`src/sv/source_text_tokenizer_assert.svh`:
```
// assertion macros for the source text tokenizer
// no dependencies; compiled out when SYNTHESIS is defined
`ifndef SOURCE_TEXT_TOKENIZER_ASSERT_SVH
`define SOURCE_TEXT_TOKENIZER_ASSERT_SVH
`ifndef SYNTHESIS
`define STT_ASSERT_IMPL(label, clk, rst, ante, cons, msg) \
  label: assert property (@(posedge clk) disable iff (rst) (ante) |-> (cons)) else $error(msg);
`define STT_ASSERT_NEXT(label, clk, rst, ante, cons, msg) \
  label: assert property (@(posedge clk) disable iff (rst) (ante) |=> (cons)) else $error(msg);
`else
`define STT_ASSERT_IMPL(label, clk, rst, ante, cons, msg)
`define STT_ASSERT_NEXT(label, clk, rst, ante, cons, msg)
`endif
`endif

```
`src/sv/stt_pkg.sv`:
```
// shared types and constants for the source text tokenizer
// no dependencies
`timescale 1ns / 1ps
package stt_pkg;
  localparam logic [5:0] K_EOF = 6'd0;
  localparam logic [5:0] K_NUMBER = 6'd1;
  localparam logic [5:0] K_MINUS = 6'd2;
  localparam logic [5:0] K_PLUS = 6'd3;
  localparam logic [5:0] K_TIMES = 6'd4;
  localparam logic [5:0] K_DIVIDE = 6'd5;
  localparam logic [5:0] K_MODULO = 6'd6;
  localparam logic [5:0] K_AND = 6'd7;
  localparam logic [5:0] K_OR = 6'd8;
  localparam logic [5:0] K_XOR = 6'd9;
  localparam logic [5:0] K_EQ = 6'd10;
  localparam logic [5:0] K_EQEQ = 6'd11;
  localparam logic [5:0] K_NE = 6'd12;
  localparam logic [5:0] K_LT = 6'd13;
  localparam logic [5:0] K_LE = 6'd14;
  localparam logic [5:0] K_SHL = 6'd15;
  localparam logic [5:0] K_GT = 6'd16;
  localparam logic [5:0] K_GE = 6'd17;
  localparam logic [5:0] K_SHR = 6'd18;
  localparam logic [5:0] K_SEMI = 6'd19;
  localparam logic [5:0] K_LPAREN = 6'd20;
  localparam logic [5:0] K_RPAREN = 6'd21;
  localparam logic [5:0] K_LBRACE = 6'd22;
  localparam logic [5:0] K_RBRACE = 6'd23;
  localparam logic [5:0] K_COMMA = 6'd24;
  localparam logic [5:0] K_COLON = 6'd25;
  localparam logic [5:0] K_QUOTE = 6'd26;
  localparam logic [5:0] K_IDENT = 6'd27;
  localparam logic [5:0] K_CST = 6'd28;
  localparam logic [5:0] K_NAME = 6'd34;
  localparam logic [5:0] K_ERROR = 6'd35;
  localparam logic [5:0] PREV_NONE = 6'd63;
  localparam int MAX_RES = 6;

  // keyword spelling, five bytes each, zero padded
  localparam logic [7:0] KW_TEXT [6][5] = '{
    '{8'h63, 8'h73, 8'h74, 8'h00, 8'h00},
    '{8'h76, 8'h61, 8'h72, 8'h00, 8'h00},
    '{8'h69, 8'h66, 8'h00, 8'h00, 8'h00},
    '{8'h77, 8'h68, 8'h69, 8'h6c, 8'h65},
    '{8'h65, 8'h6c, 8'h73, 8'h65, 8'h00},
    '{8'h69, 8'h36, 8'h34, 8'h00, 8'h00}};
  localparam logic [2:0] KW_LEN [6] = '{3'd3, 3'd3, 3'd2, 3'd5, 3'd4, 3'd3};

  // one result as it leaves the block
  typedef struct packed {
    logic [5:0]  kind;
    logic [63:0] value;
    logic [7:0]  byte_v;
  } res_t;

  // one decoded action: up to six results plus a count and the line
  typedef struct packed {
    logic [2:0] cnt;
    res_t [MAX_RES-1:0] res;
    logic [31:0] line;
  } batch_t;
endpackage

```
`src/sv/stt_back.sv`:
```
// back end: queue of result batches and serialiser onto the output port
// depends on stt_pkg
`timescale 1ns / 1ps
module stt_back (
  input  logic clk,
  input  logic rst,
  input  logic b_valid,
  output logic b_ready,
  input  stt_pkg::batch_t b_data,
  output logic out_valid,
  input  logic out_ready,
  output stt_pkg::res_t out_res,
  output logic [31:0] out_line,
  output logic out_last
);
  localparam int DEPTH = 4;
  stt_pkg::batch_t mem [DEPTH];
  logic [1:0] wr_ptr, rd_ptr;
  logic [2:0] count;
  logic [2:0] idx;
  stt_pkg::batch_t head;
  logic pop;

  assign b_ready = count != 3'(DEPTH);
  assign head = mem[rd_ptr];
  assign out_valid = count != 3'd0;
  assign out_res = head.res[idx];
  assign out_line = head.line;
  assign out_last = idx + 3'd1 == head.cnt;
  assign pop = out_valid && out_ready && out_last;

  // batch storage
  always_ff @(posedge clk) begin
    if (b_valid && b_ready) mem[wr_ptr] <= b_data;
  end

  // pointers and result index within the head batch
  always_ff @(posedge clk) begin
    if (rst) begin
      wr_ptr <= '0;
      rd_ptr <= '0;
      count <= '0;
      idx <= '0;
    end else begin
      if (b_valid && b_ready) wr_ptr <= wr_ptr + 2'd1;
      if (out_valid && out_ready) idx <= out_last ? 3'd0 : idx + 3'd1;
      if (pop) rd_ptr <= rd_ptr + 2'd1;
      count <= count + 3'(b_valid && b_ready) - 3'(pop);
    end
  end
endmodule

```
`config.mk`:
```
export PLATFORM = sky130hd
export DESIGN_NAME = stt_back
export DESIGN_NICKNAME = d
export VERILOG_FILES = /design/src/sv/source_text_tokenizer_assert.svh /design/src/sv/stt_pkg.sv /design/src/sv/stt_back.sv
export SDC_FILE = /design/constraint.sdc
export NUM_CORES = 1
export LEC_CHECK = 0
export BUFFER_PORTS_ARGS = -buffer_cell sky130_fd_sc_hd__clkbuf_2
export CORE_MARGIN = 1.5
export CORE_UTILIZATION = 58
export CTS_CLUSTER_DIAMETER = 50
export DETAILED_ROUTE_END_ITERATION = 6
export PLACE_DENSITY = 0.78
export SETUP_SLACK_MARGIN = 0.05
export SYNTH_ARGS = -nofsm -noshare
export SYNTH_HDL_FRONTEND = slang
export SYNTH_SLANG_ARGS = --single-unit
```
`constraint.sdc`:
```
create_clock -name clk -period 23.9 [get_ports clk]
set_input_delay 4.78 -clock clk [delete_from_list [all_inputs] [get_ports clk]]
set_output_delay 4.78 -clock clk [all_outputs]
set_load 0.02 [all_outputs]
```
Word-level counts from Yosys, hierarchy flattened:

Memory sizes are Yosys's and may differ from the RTL's. A register that Yosys moved wholly into a read port is not among the register bits.
Index checks and enable logic that the tools add are counted.

* input port bits: 507
* bits in writable memories: 2012
* latch bits: 0
* word-level logic and storage cells: 24
* output and inout bits: 113
* ROM bits: 0
* flip-flop bits (word level): 10
* memories: 1

Memory list
* mem: words 4, bits a word 503, rd ports 1, clocked after memory_dff 1, wr ports 1, line stt_back.sv:17 `stt_pkg::batch_t mem [DEPTH];`

* mux-type cells: 7
* reduce and logical (&&, ||, !) cells: 4
* multipliers: 0
* div/mod/pow operators: 0
* $lt $le $gt $ge: 1
* equal/unequal tests: 2
* shift operators: 0
* bitwise gates (word level): 0
* $add $sub $neg: 5

Operators by type and width (number)
* $bmux W78 S3: 1
* $mux W78: 1
* $add A2 B1 Y2 const B: 2
* $lt A3 B4 Y1 const B: 1
* $mux W2: 2
* $add A3 B1 Y3: 1
* $add A3 B1 Y3 const B: 1
* $eq A3 B3 Y1: 1
* $logic_and A1 B1 Y1: 3
* $mux W3: 1
* $ne A3 B3 Y1 const B: 1
* $reduce_bool A3 Y1: 1
* $sub A3 B1 Y3: 1
* $mux W1: 2

Longest topological paths before layout:

* word-level depth: 5
* gate-level depth with buffers: 13
* gate-level depth less buffers: 12

Worst setup path after synthesis:

Ideal clock, no wire load.

* path kind: input to register
* start point: input b_valid
* end point: memory mem[0][0] (netlist bit) (enable)
* data required time: 22.962 ns
* stages on the path: 1
* setup time: 0.938 ns
* setup slack: 6.782 ns
* arrival: 16.180 ns
* path through: and3_1

* cells in the longest elaborated chain, start to end: 3

RTL lines
* start, declared: line stt_back.sv:7 `input logic b_valid,`
* $logic_and A1 B1 Y1: line stt_back.sv:34 `if (b_valid && b_ready) mem[wr_ptr] <= b_data;`
* $mux W1: line stt_back.sv:34
* $mux W1 (implied by the code): line stt_back.sv:34
* end, declared: line stt_back.sv:17

No other way between the ends.

==> impl_results.md <==
* CTS tree: done
* Sw Ratio at 24.8%
* Async set-reset flop share out of synthesis at 0%
* Final period util at between 40% and 50%
* Clock Sink Count at 2024
* Crit. End Element: primary output
* Drt pass-1 iters at 5
* Synth Instances at about 3100
* # DRC at 0
* Synth top area cells: edfxtp_1 (79%), mux4_2 (17%), mux2i_1 (1.1%)
* Wirelength per Cell at 29.2 um
* Combinational share of power at around 15%
* Post-CTS Setup Repair Bufs at 0
* Number of synthesized flops with an enable pin at slightly above 2000
* FF-to-FF End: mem[1][400]$_DFFE_PP_
* Top post-synthesis cells by count: edfxtp_1 (2012), mux4_2 (579), mux2i_1 (83)
* Max Cap Viol at 0
* Final Hold Viols at 0
* Cell Area, Placed at between 80000 and 90000 um^2
* Post-layout min period at 11280 ps
* Post-synth top flop: edfxtp_1
* Die ar. at roughly 130000 um^2
* Tot GR Track Use at around a quarter
* Switching power at about 0.0022 W
* Share of cells above drive strength 1 at between 30% and 40%
* Sequential power share at between 50% and 60%
* Crit Path Max Fanout at between 100 and 150
* Largest net degree at the start of global routing at 162
* FMAX at 88.7 MHz
* Cells along the critical path: buf_12 -> buf_12 -> buf_4 -> buf_4 -> mux4_2 -> mux4_2 -> inv_1 -> o22ai_1 -> clkbuf_2
* 1st-iter DRT viols at around 3700
* Arr. time, crit path at around 6500 ps
* IO Pins at slightly above 600
* Initial core utilization at 58.3%
* Startpoint Class: flop
* Warnings, synthesis at 0
* Layout net count at roughly 4300
* Layout Area Growth over Synthesis at 14.9%
* Post-place setup slack at approximately 13000 ps
* GP Congestion at ~0.76
* Status: complete, no violations
* First-pass GRT wire length at about 240000 um
* Pwr Density at 99.1 nW/um^2
* Sum Neg Setup Slack at 0 ps
* Mapped Area at between 70000 and 80000 um^2
* Final wirelength at roughly 170000 um
* Sequential element share of the synthesized area at 79.2%
* Initial antenna violation count at 81
* Detailed-route vias per instance at ~6.2
* Antenna-violating nets left at 0
* Int Pwr at around 0.0066 W
* # H-tree levels at 4
* RSZ-0062 raised after global routing: no
* Reg2reg setup slack at approximately 19000 ps
* IO buf count at approximately 620
* TritonCTS Buffers at 198
* R2R depth at 6
* WP data required at around 19000 ps
* Post-synth top area cell: edfxtp_1
* Final setup fails at 0
* PnR worst setup slack at approximately 13000 ps
* Max IR drop VDD at about 0.084 mV
* Die height at roughly 370 um
* DIE WIDTH at 366 um
* Clock skew at about 36 ps
* Largest stage delay on the critical path at about 850 ps
* Post-synth cell types at 38
* Pleak at between 20 and 30 nW
* WS Path Type: flop to primary output
* Finished Cell Area at a little under 90000 um^2
* Worst Hold Endpoint: wr_ptr[1]$_SDFFE_PP0P_
* Number of global-route vias before repair at between 30000 and 40000
* Core region area at ~130000 um^2
* Cells resized by post-CTS repair at 0
* Syn_nets at about 3600
* Worst-skew pair later-pin latency at 820 ps
* Hold_buf cts at 0
* R2r startpoint: count[1]$_SDFF_PP0_
* Crit-path slowest cell: buf_4
* Total number of vias at approximately 36000
* Most numerous cell in the Yosys netlist: edfxtp_1
* Yosys reg bits at 2024
* Clock share of power at approximately a third
* Hold Startpoint: wr_ptr[1]$_SDFFE_PP0P_
* Avg Inst Size Synth at 24.9 um^2
* Hold Path Class: flop to flop
* Reg clk slew, reported paths at 60 ps
* Row cnt at ~130
* Worst slew pin tran at 1290 ps
* Worst rel slew slack at between 10% and 20%
* Pins Over Slew Limit at 0
* Maximum root-to-sink buffer count at 3
* Yosys top cell area share at 78.9%
* Gr ovfl total at 0
* CTS root buffer: clkbuf_16
* Post-DP HPWL at roughly 94000 um
* Min-Delay Path Depth at 2
## through the flow
step	instances	util [%]	hold slack [ps]	power [W]
4_1_cts	5684	66.9	523	0.00878
5_1_grt	5718	67.0	543	0.00900
2_1_floorplan	3070	-	469	0.00551
6_report	5726	67.0	529	0.00872
3_3_place_gp	5324	62.2	487	0.00575
3_5_place_dp	5324	62.2	515	0.00579
## sequential cells by signal (all words and copies together), names as in the netlist, named ones only
signal and count:
mem 2012, count 3, idx 3, rd_ptr 2, wr_ptr 2
## final cells by class
cell class	count	area (um^2)
inverter	86	328
fill	7851	43300
sequential	2024	60700
multi-input combinational	802	14900
clock buffer	243	5230
tap	1755	2200
clock inverter	117	1060
antenna	42	105
timing repair buffer	657	3530
## layout by cell type, fill, tap and decap left out, types with 5 or more instances in the layout
master      count
clkbuf_16     203
inv_2           6
dfxtp_1         7
buf_12         12
edfxtp_1     2012
clkinv_2       31
dfxtp_4         5
mux2i_1        83
bufinv_16      15
o22ai_1        78
clkinvlp_4      5
inv_1          67
buf_4          26
nor2_1          7
inv_6          10
nor2b_1         5
mux4_2        579
clkbuf_1       40
diode_2        42
nand2_1         7
ha_1            7
clkbuf_2      619
clkinv_1       59
## cells by family after synthesis
logic type      count (synthesis)  synth area share, %
buf+inv                       244                 1.41
xor+xnor                        5               0.0572
mux                           668                 18.2
compound gates                 84                0.698
simple gates                   37                0.288
fa+ha+maj                       8                0.141
flops                        2024                 79.2
## power groups by stage
stage          logic [W]  clock network (W)  registers (W)
2_1_floorplan   0.000920                  0        0.00459
3_3_place_gp     0.00132                  0        0.00442
3_5_place_dp     0.00134                  0        0.00444
4_1_cts          0.00136            0.00304        0.00438
5_1_grt          0.00142            0.00318        0.00440
6_report         0.00134            0.00300        0.00438
## critical path, delay by kind of cell (launching register included)
kind / cells / cell delay (ps)
AOI/OAI and AO/OA: 1 / 140
buffers and inverters: 6 / 3330
DFF: 1 / 710
muxes: 2 / 1090
## worst max path at each step
stage	end	slack (ps)
2_1_floorplan	mem[0][0]$_DFFE_PP_	6780
3_5_place_dp	out_res[75]	13320
3_3_place_gp	out_res[75]	13310
4_1_cts	out_res[75]	12390
5_1_grt	out_res[75]	12050
6_report	out_res[70]	12620
## routing by layer
| metal | share of wire (%) | track usage [%] |
|---|---|---|
| met5 | 0.28 | 0 |
| met4 | 2.6 | 9.75 |
| met3 | 8.4 | 7.03 |
| met2 | 52 | 41.0 |
| met1 | 37 | 32.3 |
Power figures use the tool's default switching activity.
